`config.mk`:
```
export PLATFORM = sky130hd
export DESIGN_NAME = deferred_push_pop_release_queue
export DESIGN_NICKNAME = d
export VERILOG_FILES = /design/src/rtl/core/dppr_pkg.sv /design/src/rtl/core/deferred_push_pop_release_queue.sv /design/src/rtl/core/dppr_datapath.sv /design/src/rtl/core/dppr_ctrl.sv
export SDC_FILE = /design/constraint.sdc
export NUM_CORES = 2
export LEC_CHECK = 0
export BUFFER_PORTS_ARGS = -buffer_cell sky130_fd_sc_hd__buf_2
export CORE_MARGIN = 1.5
export CORE_UTILIZATION = 57
export DETAILED_ROUTE_END_ITERATION = 8
export MAX_ROUTING_LAYER = met4
export PLACE_DENSITY = 0.73
export SYNTH_ARGS = -nofsm -noshare
export SYNTH_HDL_FRONTEND = slang
export SYNTH_SLANG_ARGS = --single-unit
export TNS_END_PERCENT = 10
```
`constraint.sdc`:
```
create_clock -name clk -period 11.2 [get_ports clk]
set_clock_uncertainty 0.2 [all_clocks]
set_input_delay 0.56 -clock clk [delete_from_list [all_inputs] [get_ports clk]]
set_output_delay 0.56 -clock clk [all_outputs]
set_load 0.03 [all_outputs]
```
`src/rtl/core/dppr_pkg.sv`:
```
// Package for the deferred push/pop release queue.
// Types, codes and sizes shared by the controller, datapath and top level.
`default_nettype none
package dppr_pkg;
    localparam int STORE_DEPTH = 64;
    localparam int TAG_BITS = 16;
    localparam int IDX_W = $clog2(STORE_DEPTH);
    localparam int CNT_W = $clog2(STORE_DEPTH + 1);

    localparam logic [1:0] OP_PUSH  = 2'd0;
    localparam logic [1:0] OP_POP   = 2'd1;
    localparam logic [1:0] OP_EVENT = 2'd2;
    localparam logic [1:0] OP_FLUSH = 2'd3;

    typedef struct packed {
        logic [1:0]  opcode;
        logic        hold_req;
        logic [15:0] tag;
    } in_item_t;

    typedef struct packed {
        logic [15:0] released_tag;
        logic [1:0]  released_kind;
        logic        status;
        logic        last;
    } out_item_t;

    typedef enum logic [2:0] {
        ST_IDLE,
        ST_DECIDE,
        ST_READ,
        ST_EMIT,
        ST_TRIM_RD,
        ST_TRIM_CHK,
        ST_DROP
    } state_t;

    // Controller to datapath commands
    typedef struct packed {
        logic capture;    // latch input item
        logic store;      // write new entry, update stacks
        logic rd_walk;    // read entry at release pointer
        logic emit_load;  // load output register from read entry
        logic emit_drop;  // load output register with dropped item
        logic emit_last;  // last flag for loaded result
        logic rd_trim;    // read entry at count-1
        logic trim_dec;   // drop tail entry
        logic trim_done;  // clamp release pointer
    } dp_cmd_t;

    // Datapath to controller status
    typedef struct packed {
        logic [1:0] op;
        logic       full;
        logic       run_walk;   // after store: does a walk run
        logic       pending;    // release_pointer < entry_count
        logic       last_one;   // release_pointer+1 == entry_count
        logic       tail_del;   // tail entry deletable
        logic       count_nz;
        logic       out_free;   // output register can take a result
    } dp_stat_t;
endpackage
`default_nettype wire

```
`src/rtl/core/deferred_push_pop_release_queue.sv`:
```
// Top level of the deferred push/pop release queue.
// Instantiates dppr_ctrl and dppr_datapath; depends on dppr_pkg.
//
// Usage: items (push, pop, event, flush) arrive on in_valid/in_ready with
// in_item. Results leave on out_valid/out_ready with out_item, one per
// released or dropped item, last set on the final result of an input.
// An item that causes no release is accepted, then decided. A release walk
// reads each released entry from the store, then loads the output
// register; it then reads and trims deletable tail entries and finishes;
// the walk runs serially over the single-port entry store.
// A dropped item (store full) yields one result.
// One input item is processed at a time; in_ready is high only between
// items. The output register holds a result while the receiver stalls
// and the walk waits on it. Reset empties the store, pointers and
// stacks at once; no clearing pass is needed.
`default_nettype none
module deferred_push_pop_release_queue (
    input  wire logic           clk,
    input  wire logic           rst_n,
    input  wire logic           in_valid,
    output logic                in_ready,
    input  wire dppr_pkg::in_item_t in_item,
    output logic                out_valid,
    input  wire logic           out_ready,
    output dppr_pkg::out_item_t out_item
);
    import dppr_pkg::*;

    dp_cmd_t  cmd;
    dp_stat_t stat;

    dppr_ctrl u_ctrl (
        .clk      (clk),
        .rst_n    (rst_n),
        .in_valid (in_valid),
        .in_ready (in_ready),
        .stat     (stat),
        .cmd      (cmd)
    );

    dppr_datapath u_dp (
        .clk       (clk),
        .rst_n     (rst_n),
        .in_item   (in_item),
        .cmd       (cmd),
        .stat      (stat),
        .out_item  (out_item),
        .out_valid (out_valid),
        .out_ready (out_ready)
    );
endmodule
`default_nettype wire

```
`src/rtl/core/dppr_datapath.sv`:
```
// Datapath of the release queue: entry store, open-push stacks, pointers,
// output register. Depends on dppr_pkg.
`default_nettype none
module dppr_datapath (
    input  wire logic              clk,
    input  wire logic              rst_n,
    input  wire dppr_pkg::in_item_t in_item,
    input  wire dppr_pkg::dp_cmd_t  cmd,
    output dppr_pkg::dp_stat_t     stat,
    output dppr_pkg::out_item_t    out_item,
    output logic                   out_valid,
    input  wire logic              out_ready
);
    import dppr_pkg::*;

    // Entry store; partner MSB set means no partner
    logic [TAG_BITS-1:0] tag_mem [STORE_DEPTH];
    logic [1:0]          kind_mem [STORE_DEPTH];
    logic [IDX_W:0]      partner_mem [STORE_DEPTH];
    logic                del_mem [STORE_DEPTH];
    logic [IDX_W-1:0]    open_stack [STORE_DEPTH];
    logic                hold_stack [STORE_DEPTH];

    in_item_t         item_reg;
    logic [CNT_W-1:0] count_reg, rp_reg, opc_reg, hc_reg;
    logic             hold_top_reg;   // hold_stack top value, valid if hc>0
    logic [IDX_W-1:0] open_top_reg;   // open stack top
    logic             hold_below_reg; // entry under top
    logic [TAG_BITS-1:0] rd_tag_reg;
    logic [1:0]       rd_kind_reg;
    logic [IDX_W:0]   rd_part_reg;
    logic             rd_del_reg;
    out_item_t        out_reg;
    logic             out_valid_reg;

    logic             mark;
    logic [IDX_W-1:0] cidx, ridx, tidx;
    assign cidx = count_reg[IDX_W-1:0];
    assign ridx = rp_reg[IDX_W-1:0];
    assign tidx = IDX_W'(count_reg - CNT_W'(1));
    assign mark = item_reg.hold_req || (hc_reg != '0 && hold_top_reg);

    // Status
    always_comb
    begin
        stat.op       = item_reg.opcode;
        stat.full     = (count_reg == CNT_W'(STORE_DEPTH));
        stat.run_walk = (item_reg.opcode == OP_PUSH) ? !mark :
                        (item_reg.opcode == OP_POP) ?
                        !(hc_reg > CNT_W'(1) && hold_below_reg) : 1'b0;
        stat.pending  = (rp_reg < count_reg);
        stat.last_one = (rp_reg + CNT_W'(1) == count_reg);
        stat.tail_del = rd_del_reg;
        stat.count_nz = (count_reg != '0);
        stat.out_free = !out_valid_reg || out_ready;
    end

    // Input capture
    always_ff @(posedge clk)
    begin
        if (cmd.capture)
            item_reg <= in_item;
    end

    // Memories: store, walk read, trim read
    always_ff @(posedge clk)
    begin
        if (cmd.store) begin
            tag_mem[cidx]     <= item_reg.tag;
            kind_mem[cidx]    <= item_reg.opcode;
            del_mem[cidx]     <= (item_reg.opcode == OP_EVENT);
            if (item_reg.opcode == OP_PUSH && hc_reg < CNT_W'(STORE_DEPTH)) begin
                hold_stack[hc_reg[IDX_W-1:0]] <= mark;
                open_stack[opc_reg[IDX_W-1:0]] <= cidx;
            end
            // A pop links to the newest open push; anything else has no partner
            if (item_reg.opcode == OP_POP && opc_reg != '0) begin
                partner_mem[cidx] <= {1'b0, open_top_reg};
                partner_mem[open_top_reg] <= {1'b0, cidx};
            end else
                partner_mem[cidx] <= {1'b1, {IDX_W{1'b0}}};
        end
        if (cmd.emit_load) begin
            if (rd_kind_reg == OP_POP)
                del_mem[ridx - IDX_W'(1)] <= 1'b1;
            if (!rd_part_reg[IDX_W] && rd_part_reg[IDX_W-1:0] < ridx - IDX_W'(1))
                del_mem[rd_part_reg[IDX_W-1:0]] <= 1'b1;
        end
        if (cmd.rd_walk) begin
            rd_tag_reg  <= tag_mem[ridx];
            rd_kind_reg <= kind_mem[ridx];
            rd_part_reg <= partner_mem[ridx];
        end
        if (cmd.rd_trim)
            rd_del_reg <= del_mem[tidx];
    end

    // Stack top caches, refreshed when an item is captured
    always_ff @(posedge clk)
    begin
        if (cmd.capture) begin
            hold_top_reg   <= hold_stack[IDX_W'(hc_reg - CNT_W'(1))];
            hold_below_reg <= hold_stack[IDX_W'(hc_reg - CNT_W'(2))];
            open_top_reg   <= open_stack[IDX_W'(opc_reg - CNT_W'(1))];
        end
    end

    // Counters
    always_ff @(posedge clk or negedge rst_n)
    begin
        if (!rst_n) begin
            count_reg <= '0;
            rp_reg    <= '0;
            opc_reg   <= '0;
            hc_reg    <= '0;
        end else begin
            if (cmd.store) begin
                count_reg <= count_reg + CNT_W'(1);
                if (item_reg.opcode == OP_PUSH && hc_reg < CNT_W'(STORE_DEPTH)
                    && opc_reg < CNT_W'(STORE_DEPTH)) begin
                    hc_reg  <= hc_reg + CNT_W'(1);
                    opc_reg <= opc_reg + CNT_W'(1);
                end
                if (item_reg.opcode == OP_POP) begin
                    if (opc_reg != '0) opc_reg <= opc_reg - CNT_W'(1);
                    if (hc_reg != '0)  hc_reg  <= hc_reg - CNT_W'(1);
                end
            end
            if (cmd.rd_walk)
                rp_reg <= rp_reg + CNT_W'(1);
            if (cmd.trim_dec)
                count_reg <= count_reg - CNT_W'(1);
            if (cmd.trim_done && rp_reg > count_reg)
                rp_reg <= count_reg;
        end
    end

    // Output register
    always_ff @(posedge clk or negedge rst_n)
    begin
        if (!rst_n)
            out_valid_reg <= 1'b0;
        else if (cmd.emit_load || cmd.emit_drop)
            out_valid_reg <= 1'b1;
        else if (out_ready)
            out_valid_reg <= 1'b0;
    end

    always_ff @(posedge clk)
    begin
        if (cmd.emit_load) begin
            out_reg.released_tag  <= rd_tag_reg;
            out_reg.released_kind <= rd_kind_reg;
            out_reg.status        <= 1'b0;
            out_reg.last          <= cmd.emit_last;
        end else if (cmd.emit_drop) begin
            out_reg.released_tag  <= item_reg.tag;
            out_reg.released_kind <= item_reg.opcode;
            out_reg.status        <= 1'b1;
            out_reg.last          <= 1'b1;
        end
    end

    assign out_item  = out_reg;
    assign out_valid = out_valid_reg;
endmodule
`default_nettype wire

```
`src/rtl/core/dppr_ctrl.sv`:
```
// Controller state machine of the release queue.
// Depends on dppr_pkg.
`default_nettype none
module dppr_ctrl (
    input  wire logic          clk,
    input  wire logic          rst_n,
    input  wire logic          in_valid,
    output logic               in_ready,
    input  wire dppr_pkg::dp_stat_t stat,
    output dppr_pkg::dp_cmd_t  cmd
);
    import dppr_pkg::*;

    state_t state_reg, state_next;
    logic   last_reg, last_next;

    always_ff @(posedge clk or negedge rst_n)
    begin
        if (!rst_n) begin
            state_reg <= ST_IDLE;
            last_reg  <= 1'b0;
        end else begin
            state_reg <= state_next;
            last_reg  <= last_next;
        end
    end

    // Next state
    always_comb
    begin
        state_next = state_reg;
        last_next  = last_reg;
        unique case (state_reg)
            ST_IDLE:
                if (in_valid) state_next = ST_DECIDE;
            ST_DECIDE:
                if (stat.op == OP_FLUSH)
                    state_next = stat.pending ? ST_READ : ST_TRIM_RD;
                else if (stat.full)
                    state_next = ST_DROP;
                else if (stat.run_walk)
                    state_next = ST_READ; // store this cycle, pending after
                else
                    state_next = ST_IDLE;
            ST_READ:
                if (stat.pending) begin
                    state_next = ST_EMIT;
                    last_next  = stat.last_one;
                end else
                    state_next = ST_TRIM_RD;
            ST_EMIT:
                if (stat.out_free)
                    state_next = last_reg ? ST_TRIM_RD : ST_READ;
            ST_TRIM_RD:
                state_next = stat.count_nz ? ST_TRIM_CHK : ST_IDLE;
            ST_TRIM_CHK:
                state_next = stat.tail_del ? ST_TRIM_RD : ST_IDLE;
            ST_DROP:
                if (stat.out_free) state_next = ST_IDLE;
            default:
                state_next = ST_IDLE;
        endcase
    end

    // Outputs
    always_comb
    begin
        cmd      = '0;
        in_ready = 1'b0;
        unique case (state_reg)
            ST_IDLE: begin
                in_ready    = 1'b1;
                cmd.capture = in_valid;
            end
            ST_DECIDE:
                cmd.store = (stat.op != OP_FLUSH) && !stat.full;
            ST_READ:
                cmd.rd_walk = stat.pending;
            ST_EMIT: begin
                cmd.emit_load = stat.out_free;
                cmd.emit_last = last_reg;
            end
            ST_TRIM_RD:
                if (stat.count_nz) cmd.rd_trim = 1'b1;
                else cmd.trim_done = 1'b1;
            ST_TRIM_CHK:
                if (stat.tail_del) cmd.trim_dec = 1'b1;
                else cmd.trim_done = 1'b1;
            ST_DROP:
                cmd.emit_drop = stat.out_free;
            default: ;
        endcase
    end
endmodule
`default_nettype wire

```
* After elaboration in Yosys (flattened, before gate mapping)
Memory sizes are Yosys's and may differ from the RTL's. A register that Yosys moved wholly into a read port is not among the register bits.
Index checks and enable logic that the tools add are counted.
Widths: inputs -> output; s select.
** Cells by class
- Add/subtract/negate cells :: 9
- Magnitude comparators :: 6
- Eq/ne operators :: 16
- Multiplexer cells :: 63
- Bitwise operators :: 1
- Reduce and logical (&&, ||, !) cells :: 28
** Operators by type and width (number)
- $mux 7 :: 11
- $mux 20 :: 2
- $mux 1 :: 36
- $mux 3 :: 10
- $add 7x1->7 const B :: 4
- $pmux 3 s7 :: 1
- $reduce_bool 7->1 :: 3
- $sub 7x1->7 const B :: 3
- $lt 7x7->1 const B :: 2
- $eq 3x3->1 const B :: 3
- $logic_and 1x1->1 :: 8
- $reduce_bool 2->1 :: 4
- $eq 7x7->1 :: 1
- $eq 7x7->1 const B :: 1
- $gt 7x1->1 const B :: 1
- $gt 7x7->1 :: 1
- $lt 7x7->1 :: 1
- $eq 3x2->1 const B :: 2
- $lt 6x6->1 :: 1
- $mux 6 :: 1
- $sub 6x1->6 const B :: 1
- $sub 6x2->6 const B :: 1
- $logic_not 1->1 :: 5
- $eq 2x1->1 const B :: 2
- other kinds (13) :: 18
** Storage, ports and cells
- Flip-flop bits (word level) :: 72
- Bits in writable memories :: 2112
- Input bits :: 23
- Output and inout port bits :: 22
- Word-level logic and storage cells :: 143
- Memories :: 6
** Memory list
- u_dp.tag_mem :: words 64, width 16, read ports 1, clocked after Yosys merged registers in 1, write ports 1, line dppr_datapath.sv:17 : logic [TAG_BITS-1:0] tag_mem [STORE_DEPTH];
- u_dp.partner_mem :: words 64, width 7, read ports 1, clocked after Yosys merged registers in 1, write ports 2, line dppr_datapath.sv:19 : logic [IDX_W:0] partner_mem [STORE_DEPTH];
- u_dp.open_stack :: words 64, width 6, read ports 1, clocked after Yosys merged registers in 1, write ports 1, line dppr_datapath.sv:21 : logic [IDX_W-1:0] open_stack [STORE_DEPTH];
- u_dp.kind_mem :: words 64, width 2, read ports 1, clocked after Yosys merged registers in 1, write ports 1, line dppr_datapath.sv:18 : logic [1:0] kind_mem [STORE_DEPTH];
- u_dp.del_mem :: words 64, width 1, read ports 1, clocked after Yosys merged registers in 1, write ports 2, line dppr_datapath.sv:20 : logic del_mem [STORE_DEPTH];
- u_dp.hold_stack :: words 64, width 1, read ports 2, clocked after Yosys merged registers in 2, write ports 1, line dppr_datapath.sv:22 : logic hold_stack [STORE_DEPTH];

* Logic depth before layout (Yosys ltp)
- Word-level depth :: 9
- Mapped depth :: 16
- Gate-level depth less buffers :: 12

* Hierarchy
Synthesis repeated with hierarchy kept, for this count alone.
** Unflattened totals
- Cell total of the unflattened synthesis :: 5698
- Area, all modules :: 94296.7 sq um
** Modules (own cells, without submodules)
- dppr_datapath :: instances 1, cells each 5653, area each 93905.1 sq um, seq. area each 65047.4 sq um
- dppr_ctrl :: instances 1, cells each 45, area each 391.6 sq um, seq. area each 100.1 sq um

* Worst setup path after synthesis
No wires, ideal clock.
- Path kind :: register to register
- Start :: register u_dp.count_reg[0]
- End :: memory u_dp.partner_mem[8][0] (netlist name) (enable)
- Data arrival time :: 4.196 ns
- Path slack :: 6.427 ns
- Stages on the path, launching flop included :: 11
- Buffers on the path :: 2
- Path through :: dfrtp_1 buf_2 clkinv_1 ha_1 or4b_1 clkbuf_1 o311a_1 nand3_1 nor2_1 inv_1 o21ai_0
** RTL lines
- from (decl) :: line dppr_datapath.sv:25 : logic [CNT_W-1:0] count_reg, rp_reg, opc_reg, hc_reg;
- from (signal assigned) :: line dppr_datapath.sv:118 : count_reg <= count_reg + CNT_W'(1);
- from (signal assigned) :: line dppr_datapath.sv:132 : count_reg <= count_reg - CNT_W'(1);
- to (decl) :: line dppr_datapath.sv:19

* Worst setup path in the final report
- Start :: register u_dp.count_reg[2]
- End :: register u_ctrl.state_reg[0]
** On the way
- Word-level cells in the longest chain between the ends :: 4
** Ends and longest elaborated chain
- branches (longest 3 deep; another with $lt 7x7->1)
- $pmux 3 s7 (*) :: line dppr_ctrl.sv:33 : unique case (state_reg)
- to (signal assigned) :: line dppr_ctrl.sv:23 : state_reg <= state_next;
- to (decl) :: line dppr_ctrl.sv:14 : state_t state_reg, state_next;
Mark *: on every way between the ends.
A chain may end at the register's enable or synchronous reset.

==> results.cfg <==
[placement]
dpl.hpwl_mm = 146
gp_congestion = 0.925
port_buffers = 44
dp_cells = 7832
pre_cts_ws_ps = 5920

[timing]
worst_slew_pin_slew_ps = 1290
setup_slack_ps = 5380
min_period_over_period_pct = 52.0
fmaxAchievable_mhz = 172
hold_viol_final = 0
min_period_ps = 5820
rsz0062_at_grt = no
setup_viol = 0
setup_tns_ps = 0
maxSlewViolCount = 0
max-slew-margin-rel_pct = 13.9

[yosys]
yosysSeqAreaShare_pct = 69.2
ys.flop_type = edfxtp_1
synth_edf_count = 2056
avgSynthCellArea_um2 = 16.0
ys_ff_latch = 2218
synth.distinct_cells = 80
synth_nets = 5948
synthTopCellsByArea = edfxtp_1, mux4_2, nand2_1, dfxtp_1, o21ai_0
yosys.area.top_type = edfxtp_1
syn_area_um2 = 94200
ys_warn_count = 0
async_flop_share_pct = 1.49
synthCells = 5900
yosysTopAreaCellShare_pct = 65.5

[clocking]
clock_path_buffers = 3
post_cts_resize_count = 0
postCtsHoldBufs = 22
clockRootBuffer = clkbuf_16
cts_tree = done
cts_buffers = 212
ctsHtreeMaxLevel = 4
insertion_delay_ps = 860
cts.sinks = 2218
cts_setup_buffers = 0
clk_pin_slew_ps = 60

[worst_setup_path]
end_kind = flop
critical_path_class = reg -> reg
cp-start-kind = flop
path_max_fanout = 86
required_ps = 11790
arrival_ps = 6410
regToRegEndpoint = u_ctrl.state_reg[0]
r2r_setup_slack_ps = 5380
worst-r2r-cell-count = 11
reg2reg_from = u_dp.count_reg[2]

[routing]
ant_nets = 0
vias = 55800
drt_iter0_markers = 8407
drc_errors = 0
vias_per_cell = 6.76
wirelength_mm = 252
dr.pass1.iters = 7
wl_per_cell_um = 30.5

[die]
die_y_um = 410
ioPinCount = 45
die_w_um = 410
dieArea_um2 = 168000
rows = 149
start_util_pct = 57.3
core_um2 = 164000

[grt]
grt_pass1_wl_mm = 367
grt_use_total_pct = 30.9
antenna_found_initial = 7
grt_max_degree = 128
grt_overflow = 0
grt_pass1_vias = 54900

[layout]
nets = 5927
largest_reg_flops = 1024
layout_commonest_cell = edfxtp_1
stdcell_count = 8259
top_register = u_dp.tag_mem
drive_gt1_share_pct = 18.3
fin_util_pct = 63.2
final_cell_mix = edfxtp_1, nand2_1, mux4_2
areaGrowthSynthToFinish_pct = 10.3

[job]
maxCapViolCount = 0

[hold_path]
hold_class = in -> async

[pwr]
leakage_nw = 32.9
vdd_drop_max_uv = 251
power.density_nw_per_um2 = 255
power_w = 0.0265

[outcome]
status = complete, no violations
cell families after synthesis:
group,count (synthesis),share of synthesized area (%)
flip-flops,2218,69.2
AND/OR/NAND/NOR,1404,6.62
AO/OA/AOI/OAI,998,6.80
multiplexers,699,14.5
buffers and inverters,513,2.17
XOR/XNOR,43,0.400
adder cells (fa/ha/maj),25,0.332
layer usage:
metal,vias to the layer above,wire (um),global-route usage (%)
li1,23300,-,-
met2,3570,120000,47.6
met5,-,0,-
met3,632,27800,6.72
met4,0,11900,12.9
met1,28300,91800,40.0
Yosys cell counts (33+ instances only):
master       n
nor2b_1     53
o21ai_0    339
buf_1       49
o31ai_1    191
nor2_1     297
nand3_1    112
inv_1       87
mux4_2     532
clkbuf_1   295
dfxtp_1    129
edfxtp_1  2056
nor3_1      47
a22oi_1     52
nand2_1    711
buf_2       71
dfrtp_1     33
a31oi_1     47
a21oi_1    129
a211oi_1    63
mux2i_1    160
report_power, final:
part,internal (W),switching (W)
Combinational,0.00300,0.00564
Sequential,0.00995,0.000686
Clock,0.00408,0.00317
Total,0.0170,0.00949
final cells by class:
type                            count  area [um2]
Clock inverter                    138        1460
Timing Repair Buffer              188        1420
Antenna cell                        7        17.5
Tap cell                         2189        2740
Inverter                           90         338
Sequential cell                  2218       65200
Multi-Input combinational cell   3169       27100
Clock buffer                      260        5590
Fill cell                       11400       60500
through the flow:
step	instance area [um2]	hold slack [ps]
after floorplan	94200	64.4
after global placement	96600	241
after detailed placement	96600	248
after CTS	104000	170
after global routing	104000	201
final	104000	193
how the worst max path moves through the flow:
stage | startpoint | endpoint | cells after the start
floorplan | u_dp.count_reg[0] | u_dp.partner_mem[8][0] | 10
global placement | u_dp.count_reg[2] | u_dp.partner_mem[27][6] | 8
detailed placement | u_dp.count_reg[1] | u_dp.partner_mem[40][5] | 9
CTS | u_dp.count_reg[0] | u_ctrl.state_reg[0] | 12
global route | u_dp.count_reg[2] | u_ctrl.state_reg[0] | 11
finish | u_dp.count_reg[2] | u_ctrl.state_reg[0] | 11
worst max-delay path: stages (launching register included):
cell           delay, ps
dfrtp_4             1080
buf_4                860
inv_1                360
ha_1                 390
o21ai_0               90
a21oi_1              220
or3_1                580
inv_1                310
buf_4                540
o32ai_1              190
a221oi_1             270
dlygate4sd3_1        580
Power figures use the tool's default switching activity.
